$ cat src/rtl/core/ura_pkg.sv
// ----------------------------------------------------------------------------
// ura_pkg
// shared types, constants and digit helpers for the radix to ascii converter
// ----------------------------------------------------------------------------
package ura_pkg;

    localparam int VALUE_WIDTH_DEF = 64;
    localparam int INPUT_WIDTH     = 64;
    localparam int RADIX_W         = 6;
    localparam int CHAR_W          = 7;
    localparam int COUNT_W         = 7;

    localparam logic [RADIX_W-1:0] RADIX_MIN = 6'd2;
    localparam logic [RADIX_W-1:0] RADIX_MAX = 6'd36;
    localparam logic [RADIX_W-1:0] DIGIT_TEN = 6'd10;
    localparam logic [CHAR_W-1:0]  ASCII_ZERO = 7'h30;
    localparam logic [CHAR_W-1:0]  ASCII_A    = 7'h41;

    typedef struct packed {
        logic [INPUT_WIDTH-1:0] value;
        logic [RADIX_W-1:0]     radix;
    } item_t;

    typedef struct packed {
        logic [CHAR_W-1:0]  digit_char;
        logic               is_last;
        logic [COUNT_W-1:0] digit_count;
    } digit_t;

    // status from the serial divider back to the sequencer
    typedef struct packed {
        logic               done;
        logic [RADIX_W-1:0] rem;
    } div_stat_t;

    function automatic logic [RADIX_W-1:0] clamp_radix(input logic [RADIX_W-1:0] r);
        logic [RADIX_W-1:0] c;
        begin
            if (r < RADIX_MIN)
            begin
                c = RADIX_MIN;
            end
            else if (r > RADIX_MAX)
            begin
                c = RADIX_MAX;
            end
            else
            begin
                c = r;
            end
            return c;
        end
    endfunction

    function automatic logic [CHAR_W-1:0] digit_to_ascii(input logic [RADIX_W-1:0] d);
        logic [CHAR_W-1:0] c;
        begin
            if (d < DIGIT_TEN)
            begin
                c = ASCII_ZERO + {1'b0, d};
            end
            else
            begin
                c = ASCII_A + {1'b0, d - DIGIT_TEN};
            end
            return c;
        end
    endfunction

endpackage

$ cat src/rtl/core/ura_div.sv
// ----------------------------------------------------------------------------
// ura_div
// bit-serial restoring divider by a small radix, one quotient bit per cycle
// ----------------------------------------------------------------------------
module ura_div
    import ura_pkg::*;
#(
    parameter int VALUE_WIDTH = VALUE_WIDTH_DEF
)
(
    input  logic                   clk,
    input  logic                   rst_n,
    input  logic                   start,
    input  logic [VALUE_WIDTH-1:0] dividend,
    input  logic [RADIX_W-1:0]     divisor,
    output logic [VALUE_WIDTH-1:0] quotient,
    output div_stat_t              stat
);

    localparam int CNT_W = $clog2(VALUE_WIDTH + 1);

    logic [VALUE_WIDTH-1:0] quot_reg, quot_next;
    logic [RADIX_W-1:0]     rem_reg, rem_next;
    logic [CNT_W-1:0]       cnt_reg, cnt_next;
    logic                   done_reg, done_next;

    logic [RADIX_W:0]       rem_shift;
    logic [RADIX_W:0]       rem_diff;
    logic                   fits;

    // partial remainder stays below the divisor, so one spare bit is enough
    assign rem_shift = {rem_reg, quot_reg[VALUE_WIDTH-1]};
    assign fits      = rem_shift >= {1'b0, divisor};
    assign rem_diff  = rem_shift - {1'b0, divisor};

    always_comb
    begin
        quot_next = quot_reg;
        rem_next  = rem_reg;
        cnt_next  = cnt_reg;
        done_next = 1'b0;
        if (start)
        begin
            quot_next = dividend;
            rem_next  = '0;
            cnt_next  = CNT_W'(VALUE_WIDTH);
        end
        else if (cnt_reg != '0)
        begin
            quot_next = {quot_reg[VALUE_WIDTH-2:0], fits};
            rem_next  = fits ? rem_diff[RADIX_W-1:0] : rem_shift[RADIX_W-1:0];
            cnt_next  = cnt_reg - CNT_W'(1);
            done_next = (cnt_reg == CNT_W'(1));
        end
    end

    always_ff @(posedge clk or negedge rst_n)
    begin
        if (!rst_n)
        begin
            cnt_reg  <= '0;
            done_reg <= 1'b0;
        end
        else
        begin
            cnt_reg  <= cnt_next;
            done_reg <= done_next;
        end
    end

    always_ff @(posedge clk)
    begin
        quot_reg <= quot_next;
        rem_reg  <= rem_next;
    end

    assign quotient  = quot_reg;
    assign stat.done = done_reg;
    assign stat.rem  = rem_reg;

endmodule

$ cat src/rtl/core/ura_digit_buf.sv
// ----------------------------------------------------------------------------
// ura_digit_buf
// digit store, one write and one registered read port
// ----------------------------------------------------------------------------
module ura_digit_buf
    import ura_pkg::*;
#(
    parameter int DEPTH = VALUE_WIDTH_DEF
)
(
    input  logic                     clk,
    input  logic                     wr_en,
    input  logic [$clog2(DEPTH)-1:0] wr_addr,
    input  logic [RADIX_W-1:0]       wr_data,
    input  logic [$clog2(DEPTH)-1:0] rd_addr,
    output logic [RADIX_W-1:0]       rd_data
);

    logic [RADIX_W-1:0] mem [DEPTH];
    logic [RADIX_W-1:0] rd_data_reg;

    always_ff @(posedge clk)
    begin
        if (wr_en)
        begin
            mem[wr_addr] <= wr_data;
        end
        rd_data_reg <= mem[rd_addr];
    end

    assign rd_data = rd_data_reg;

endmodule

$ cat src/rtl/core/unsigned_radix_to_ascii.sv
// ----------------------------------------------------------------------------
// unsigned_radix_to_ascii
// unsigned integer to ascii text in radix 2..36, digit-serial
// ----------------------------------------------------------------------------
// usage
//   item channel: item_valid / item_ready with item.value and item.radix.
//   only the low VALUE_WIDTH bits of the value are used; the radix is
//   clamped into 2..36. item_ready is high only while the block is idle.
//   digit channel: digit_valid / digit_ready, one request per digit, most
//   significant first, each carrying the ascii character, the last flag and
//   the total digit count. a zero value gives the single digit '0'.
// operation
//   each digit costs one pass of the bit-serial divider; conversion runs
//   all passes first, then readout fetches each digit from the digit store's
//   registered read port (S_FETCH, S_LOAD, S_OUT) plus any stall time.
// reset and stall
//   reset returns the sequencer to idle and drops digit_valid; no clearing
//   pass is needed. while digit_ready is low the current digit holds still
//   and no new request is taken.
// ----------------------------------------------------------------------------
module unsigned_radix_to_ascii
    import ura_pkg::*;
#(
    parameter int VALUE_WIDTH = VALUE_WIDTH_DEF
)
(
    input  logic   clk,
    input  logic   rst_n,
    input  logic   item_valid,
    output logic   item_ready,
    input  item_t  item,
    output logic   digit_valid,
    input  logic   digit_ready,
    output digit_t digit
);

    localparam int ADDR_W = $clog2(VALUE_WIDTH);

    typedef enum logic [2:0] {
        S_IDLE,
        S_DIV,
        S_FETCH,
        S_LOAD,
        S_OUT
    } state_t;

    state_t                 state_reg, state_next;
    logic [RADIX_W-1:0]     radix_reg, radix_next;
    logic [COUNT_W-1:0]     count_reg, count_next;
    logic [ADDR_W-1:0]      rd_idx_reg, rd_idx_next;
    logic                   out_valid_reg, out_valid_next;
    digit_t                 out_reg, out_next;

    logic                   div_start;
    logic [VALUE_WIDTH-1:0] div_dividend;
    logic [VALUE_WIDTH-1:0] div_quot;
    div_stat_t              div_stat;
    logic                   buf_wr_en;
    logic [RADIX_W-1:0]     buf_rd_data;
    logic                   conv_end;

    // divider: each pass yields one digit as remainder, quotient is fed back
    ura_div #(
        .VALUE_WIDTH (VALUE_WIDTH)
    ) u_div (
        .clk      (clk),
        .rst_n    (rst_n),
        .start    (div_start),
        .dividend (div_dividend),
        .divisor  (radix_reg),
        .quotient (div_quot),
        .stat     (div_stat)
    );

    // digits land least significant first, read back in reverse
    ura_digit_buf #(
        .DEPTH (VALUE_WIDTH)
    ) u_buf (
        .clk     (clk),
        .wr_en   (buf_wr_en),
        .wr_addr (count_reg[ADDR_W-1:0]),
        .wr_data (div_stat.rem),
        .rd_addr (rd_idx_reg),
        .rd_data (buf_rd_data)
    );

    assign buf_wr_en = (state_reg == S_DIV) && div_stat.done;
    // stop once the quotient runs out or every digit slot is used
    assign conv_end  = (div_quot == '0) || (count_reg == COUNT_W'(VALUE_WIDTH - 1));

    always_comb
    begin
        state_next     = state_reg;
        radix_next     = radix_reg;
        count_next     = count_reg;
        rd_idx_next    = rd_idx_reg;
        out_valid_next = out_valid_reg;
        out_next       = out_reg;
        div_start      = 1'b0;
        div_dividend   = div_quot;
        case (state_reg)
            S_IDLE:
            begin
                div_dividend = item.value[VALUE_WIDTH-1:0];
                if (item_valid)
                begin
                    div_start  = 1'b1;
                    radix_next = clamp_radix(item.radix);
                    count_next = '0;
                    state_next = S_DIV;
                end
            end
            S_DIV:
            begin
                if (div_stat.done)
                begin
                    count_next = count_reg + COUNT_W'(1);
                    if (conv_end)
                    begin
                        rd_idx_next = count_reg[ADDR_W-1:0];
                        state_next  = S_FETCH;
                    end
                    else
                    begin
                        div_start = 1'b1;
                    end
                end
            end
            S_FETCH:
            begin
                state_next = S_LOAD;
            end
            S_LOAD:
            begin
                out_next.digit_char  = digit_to_ascii(buf_rd_data);
                out_next.is_last     = (rd_idx_reg == '0);
                out_next.digit_count = count_reg;
                out_valid_next       = 1'b1;
                state_next           = S_OUT;
            end
            S_OUT:
            begin
                if (digit_ready)
                begin
                    out_valid_next = 1'b0;
                    if (rd_idx_reg == '0)
                    begin
                        state_next = S_IDLE;
                    end
                    else
                    begin
                        rd_idx_next = rd_idx_reg - ADDR_W'(1);
                        state_next  = S_FETCH;
                    end
                end
            end
            default:
            begin
                state_next     = S_IDLE;
                out_valid_next = 1'b0;
            end
        endcase
    end

    always_ff @(posedge clk or negedge rst_n)
    begin
        if (!rst_n)
        begin
            state_reg     <= S_IDLE;
            count_reg     <= '0;
            rd_idx_reg    <= '0;
            out_valid_reg <= 1'b0;
            radix_reg     <= RADIX_MIN;
            out_reg       <= '0;
        end
        else
        begin
            state_reg     <= state_next;
            count_reg     <= count_next;
            rd_idx_reg    <= rd_idx_next;
            out_valid_reg <= out_valid_next;
            radix_reg     <= radix_next;
            out_reg       <= out_next;
        end
    end

    assign item_ready  = (state_reg == S_IDLE);
    assign digit_valid = out_valid_reg;
    assign digit       = out_reg;

endmodule

$ cat config.mk
export PLATFORM = sky130hd
export DESIGN_NAME = unsigned_radix_to_ascii
export DESIGN_NICKNAME = d
export VERILOG_FILES = /design/src/rtl/core/ura_pkg.sv /design/src/rtl/core/ura_div.sv /design/src/rtl/core/ura_digit_buf.sv /design/src/rtl/core/unsigned_radix_to_ascii.sv
export SDC_FILE = /design/constraint.sdc
export NUM_CORES = 1
export LEC_CHECK = 0
export BUFFER_PORTS_ARGS = -buffer_cell sky130_fd_sc_hd__buf_4
export CAP_MARGIN = 30
export CORE_ASPECT_RATIO = 0.7
export CORE_UTILIZATION = 50
export CTS_CLUSTER_SIZE = 14
export DETAILED_ROUTE_END_ITERATION = 7
export PLACE_DENSITY = 0.67
export SLEW_MARGIN = 20
export SYNTH_ARGS = -nofsm -noshare
export SYNTH_HDL_FRONTEND = slang
export SYNTH_HIERARCHICAL = 1
export SYNTH_SLANG_ARGS = --single-unit
export TNS_END_PERCENT = 30
$ cat constraint.sdc
create_clock -name clk -period 10.2 [get_ports clk]
set_input_delay 0.51 -clock clk [delete_from_list [all_inputs] [get_ports clk]]
set_output_delay 0.51 -clock clk [all_outputs]
set_load 0.01 [all_outputs]
=== Word level (Yosys, flattened, before mapping) ===
Memories as Yosys holds them, arrays and structs flattened. A register that Yosys moved wholly into a read port is not among the register bits.
Index checks and enable logic that the tools add are counted.

* Register bits after elaboration: 116
* Latch bits: 0
* Bits in writable memories: 384
* Bits in read-only memories: 0
* Input port bits: 74
* Output and inout bits: 17
* Logic and storage cells: 86
* Memories kept: 1

{| class="wikitable"
|+ Memories
! name !! words !! bits a word !! rd ports !! clocked after Yosys merged registers in !! wr ports !! RTL line !! source
|-
| u_buf.mem || 64 || 6 || 1 || 1 || 1 || ura_digit_buf.sv:19 || <nowiki>logic [RADIX_W-1:0] mem [DEPTH];</nowiki>
|}

* Add/subtract/negate cells: 7
* Multipliers: 0
* Divide/modulo/power cells: 0
* Magnitude comparators: 4
* Eq/ne operators: 12
* Shift operators: 0
* Multiplexer cells: 33
* Bitwise gates (word level): 1
* Reductions and logical operators: 16

{| class="wikitable"
|+ Operators by type and width
! operator !! count
|-
| $mux W64 || 3
|-
| $logic_not A64 Y1 || 1
|-
| $mux W6 || 7
|-
| $mux W7 || 5
|-
| $pmux W3 S5 || 1
|-
| $pmux W7 S2 || 1
|-
| $mux W3 || 4
|-
| $pmux W6 S2 || 1
|-
| $ne A2 B2 Y1 const B || 5
|-
| $mux W1 || 8
|-
| $add A6 B6 Y7 const A || 1
|-
| $add A7 B1 Y7 const B || 1
|-
| $add A7 B6 Y7 const A || 1
|-
| $eq A7 B1 Y1 const B || 1
|-
| $eq A7 B6 Y1 const B || 1
|-
| $ge A7 B6 Y1 || 1
|-
| $reduce_bool A7 Y1 || 1
|-
| $sub A7 B1 Y7 const B || 1
|-
| $eq A3 B2 Y1 const B || 2
|-
| $gt A6 B6 Y1 const B || 1
|-
| $logic_not A6 Y1 || 1
|-
| $lt A6 B2 Y1 const B || 1
|-
| $lt A6 B4 Y1 const B || 1
|-
| $reduce_and A2 Y1 || 3
|-
| 18 further kinds || 20
|}

=== Depth between registers and ports, before layout ===
* Depth after elaboration: 7
* Mapped depth: 9
* Depth with buffers taken out: 8

=== By module ===
The synthesis kept the hierarchy.

{| class="wikitable"
|+ Modules (own cells, without submodules)
! module !! times used !! cells each !! area each (µm²) !! sequential area each (µm²)
|-
| ura_digit_buf || 1 || 720 || 15225.9 || 11651.2
|-
| ura_div || 1 || 249 || 3698.5 || 2242.2
|-
| unsigned_radix_to_ascii || 1 || 314 || 2995.4 || 952.2
|}

=== Least setup slack after synthesis ===
No wires, ideal clock.

* Path kind: reg-to-reg
* Start point: reg state_reg[0]
* End point: reg u_div.quot_reg[0], in the netlist u_div/quotient[0] (enable)
* Setup time: 0.432 ns
* Data arrival time: 3.631 ns
* Required time: 9.768 ns
* Setup slack: 6.137 ns
* Stages on the path, launching flop included: 9
* Buffers on the path: 4
* Period minus slack after synthesis: 4.063 ns
* Path through: dfrtp_1 > buf_2 > nor3_1 > clkbuf_1 > nand2_1 > o21ai_0 > clkbuf_1 > clkbuf_1 > nand2b_1

* Word-level cells in the longest chain between the ends: 4
* Elaborated cells between the ends (all ways): 6
* Classes of those cells: eq/ne (2); mux (1); reduce/logical (3)

{| class="wikitable"
|+ Ends and longest elaborated chain
! item !! RTL line !! source
|-
| from (decl) || unsigned_radix_to_ascii.sv:47 || <nowiki>state_t state_reg, state_next;</nowiki>
|-
| from (signal assigned) || unsigned_radix_to_ascii.sv:178 || <nowiki>state_reg <= state_next;</nowiki>
|-
| $eq A3 B1 Y1 or $logic_not A3 Y1 (tied branches) || unsigned_radix_to_ascii.sv:101 || <nowiki>case (state_reg)</nowiki>
|-
| $pmux W1 S2 (*) || unsigned_radix_to_ascii.sv:101 ||
|-
| net div_start || unsigned_radix_to_ascii.sv:54 || <nowiki>logic div_start;</nowiki>
|-
| $ne A2 B2 Y1 (no source line) or $reduce_bool A2 Y1 (tied branches) || - ||
|-
| $reduce_and A2 Y1 (no source line) (*) || - ||
|-
| to (signal assigned) || ura_div.sv:73 || <nowiki>quot_reg <= quot_next;</nowiki>
|-
| to (decl) || ura_div.sv:22 || <nowiki>logic [VALUE_WIDTH-1:0] quot_reg, quot_next;</nowiki>
|}

The timed path passes the listed nets; every way through them passes the cells marked *.
A chain may end at the register's enable or synchronous reset.

=== Worst setup path after layout ===
* Start point: reg u_div.quot_reg[5], in the netlist u_div/quotient[5]
* End point: reg u_div.quot_reg[31], in the netlist u_div/quotient[31], data pin

* Word-level cells in the longest chain between the ends: 6

{| class="wikitable"
|+ Ends and longest elaborated chain
! item !! RTL line !! source
|-
| $logic_not A64 Y1 || unsigned_radix_to_ascii.sv:89 || <nowiki>assign conv_end = (div_quot == '0) || (count_reg == COUNT_W'(VALUE_WIDTH - 1));</nowiki>
|-
| $logic_or A1 B1 Y1 || unsigned_radix_to_ascii.sv:89 ||
|-
| $mux W1 || unsigned_radix_to_ascii.sv:118 || <nowiki>if (conv_end)</nowiki>
|-
| $mux W1 || unsigned_radix_to_ascii.sv:115 || <nowiki>if (div_stat.done)</nowiki>
|-
| $pmux W1 S2 || unsigned_radix_to_ascii.sv:101 ||
|-
| net div_start || unsigned_radix_to_ascii.sv:54 ||
|-
| $mux W64 || ura_div.sv:42 || <nowiki>if (start)</nowiki>
|-
| net u_div.quot_next[31] || ura_div.sv:22 ||
|}

The timed path passes the listed nets, and every way through them passes these cells.

==> key figures <==
Logic synthesis
  – Top FF cell, synth: edfxtp_1
  – Sequential share of the synthesized area: 0.677
  – Synth Register Bits: 506
  – Synth Cell Area: 21,900 um^2
  – Gate count after technology mapping: 1,283
  – Most instantiated cells after synthesis: edfxtp_1 (448), mux2_2 (144), nor2_1 (103)
  – Most frequent cell after synthesis: edfxtp_1
  – Synth cell types: 79
  – Area share of the largest cell type after synthesis: 0.614
  – Synth area leader: edfxtp_1
  – Mapped Nets: 1,374
  – Post-synth EDFFs: 448
  – Synth warn: 6
  – Synthesized area per cell: 17.1 um^2
  – Main area contributors after synthesis: edfxtp_1 (61%), mux4_2 (8.9%), mux2_2 (7.4%), dfrtp_1 (5.1%), nor2_1 (1.8%)
  – FFs w/ async S/R, synth: 0.0909

Pwr
  – Worst VDD drop: 168 uV
  – Pwr Density: 223 nW/um^2
  – Leakage: 8.37 nW

Placed design
  – Place WS: 6970 ps
  – Placed insts: 1,909
  – Gpl congestion: 0.780
  – Post-DP HPWL: 30.6 mm
  – I/O Buffers: 90

Floorplan
  – Starting density of the core: 0.512
  – IO Count: 91
  – DIE AREA: 44,700 um^2
  – Rows: 63
  – Die Y: 177 um
  – Core area: 42,800 um^2
  – Die X-Extent: 252 um

Critical path
  – Crit end category: flop
  – Reg2reg end: u_div/quotient[31]$_DFFE_PP_
  – Reg-to-Reg Start: u_div/quotient[5]$_DFFE_PP_
  – Critical Path Source Type: flop
  – Reg2reg setup slack: 6880 ps
  – Setup crit start: u_div/quotient[5]$_DFFE_PP_
  – Worst reg-to-reg path cell count: 8
  – Setup crit end: u_div/quotient[31]$_DFFE_PP_
  – CP arrival: 3640 ps
  – Crit Path Class: flop to flop
  – WP data required: 10,520 ps
  – Maximum fanout along the worst path: 55

Drt
  – Number of remaining DRC errors: 0
  – DRT antenna net count: 0
  – Wirelength per Cell: 24.1 um
  – Pre-antenna DRT Iters: 5
  – Via count: 11,884
  – Final WL: 48.1 mm
  – First DRT Iteration DRCs: 1,124
  – DR vias/cell: 5.95

GRT
  – GR Util All Layers: 0.220
  – Initial antenna violation count: 0
  – GRT overflow: 0
  – Largest net degree at the start of global routing: 68
  – Vias in the first global route: 11,944
  – Global-route wire length before repair: 72.9 mm

STA
  – Setup WS post-layout: 6880 ps
  – Final Hold Violating Endpoints: 0
  – Rel. slew slack: 0.375
  – Hold WS: 155 ps
  – Final setup viols: 0
  – Final period util: 0.326
  – RSZ-0062 raised after global routing: false
  – Minimum clock period: 3320 ps
  – Max Slew Vio Count: 0
  – Sum Neg Setup Slack: 0 ps
  – FMAX: 301 MHz
  – Actual slew at the worst max-slew pin: 931 ps
  – Setup Skew: 37.0 ps

Clocking
  – Post-CTS sizing: 0
  – CTS tree: built
  – CTS Buf Count: 49
  – Clk pin slew, worst setup/hold paths: 70 ps
  – CTS Root Cell: clkbuf_16
  – CTS max path bufs: 3
  – Htree depth: 2
  – Clk_lat worst skew: 590 ps
  – Postcts setup bufs: 0
  – Number of hold buffers added after CTS: 1
  – Clock Sinks: 506

Layout
  – Non-filler cells, final: 1,998
  – Synthesis-to-finish area growth: 12.7%
  – Layout cells sized above 1: 0.316
  – Register area: 14,900 um^2
  – Ant. Diodes: 0
  – Filler cells: 3,246
  – Footprint of the multi-input gates: 6650 um^2
  – Largest Register: u_buf/mem
  – Max reg flops: 384
  – Final nets: 1,467

Worst hold path
  – Hold wc startpoint: digit_ready
  – Min-delay worst type: input pin to flop

Job
  – Max Cap Violations: 0

Run status
  – Status: completed
==> kinds of logic (layout without fill, tap and decap cells) <==
group | count (synthesis) | in the layout | synth area share
xor+xnor | 14 | 14 | 0.00559
mux | 259 | 259 | 0.181
buf+inv | 86 | 216 | 0.0204
simple gates | 266 | 266 | 0.0623
flops | 506 | 506 | 0.677
fa+ha+maj | 18 | 18 | 0.0105
compound gates | 134 | 134 | 0.0433
==> critical path, stage by stage (launching register included) <==
cell and delay [ps]:
edfxtp_1 410, nor4_1 440, nand4_1 340, nor4_4 600, o21bai_1 270, o21ai_4 80
buf_4 280, buf_16 250, mux2_2 330
==> layer usage <==
| layer | up-vias | part of all wire | track usage |
|---|---|---|---|
| met5 | - | 0 | 0 |
| met4 | 0 | 0.015 | 0.0462 |
| met3 | 62 | 0.082 | 0.0499 |
| met2 | 395 | 0.45 | 0.323 |
| met1 | 6106 | 0.45 | 0.335 |
| li1 | 5321 | - | - |
==> power by group <==
group / switching [mW] / internal [mW]
clock network: 0.763 / 0.997
logic: 0.491 / 0.378
registers: 0.168 / 2.72
total: 1.42 / 4.09
==> worst min path at each step <==
stage	slack, ps	to	cells after the start
after CTS	130	state_reg[2]$_DFFE_PN0P_	2
final	160	state_reg[2]$_DFFE_PN0P_	2
after detailed placement	460	radix_reg[4]$_DFFE_PN0P_	2
after floorplan	210	count_reg[0]$_DFFE_PN0P_	0
after global placement	460	radix_reg[4]$_DFFE_PN0P_	2
after global routing	140	state_reg[2]$_DFFE_PN0P_	2
==> stage by stage <==
step                       util  power, mW  instance area [um^2]
after floorplan               -       3.49                 21900
after global placement    0.540       3.75                 23100
after detailed placement  0.540       3.81                 23100
after CTS                 0.577       5.56                 24700
after global routing      0.577       5.76                 24700
final                     0.577       5.51                 24700
==> cells in the final DEF, fill, tap and decap left out, types with 17 or more instances in the layout <==
master,synthesis,layout
edfxtp_1,448,448
mux2_2,144,144
buf_4,3,105
nor2_1,103,103
mux4_2,87,87
clkbuf_16,0,50
nand2_1,47,47
dfrtp_1,45,42
a21oi_1,25,25
o21ai_0,23,22
mux2i_1,22,22
inv_1,20,20
nor4_1,18,18
nand3_1,17,17
==> layout make-up <==
| type | instances | share of cell area |
|---|---|---|
| multi-input cells | 691 | 0.269 |
| repair buffers | 107 | 0.0334 |
| inverters | 21 | 0.00319 |
| flip-flops and latches | 506 | 0.602 |
| clock buffers | 60 | 0.0534 |
| clock inverters | 28 | 0.00957 |
| well taps | 585 | 0.0296 |
(Power assumes the default switching activity.)
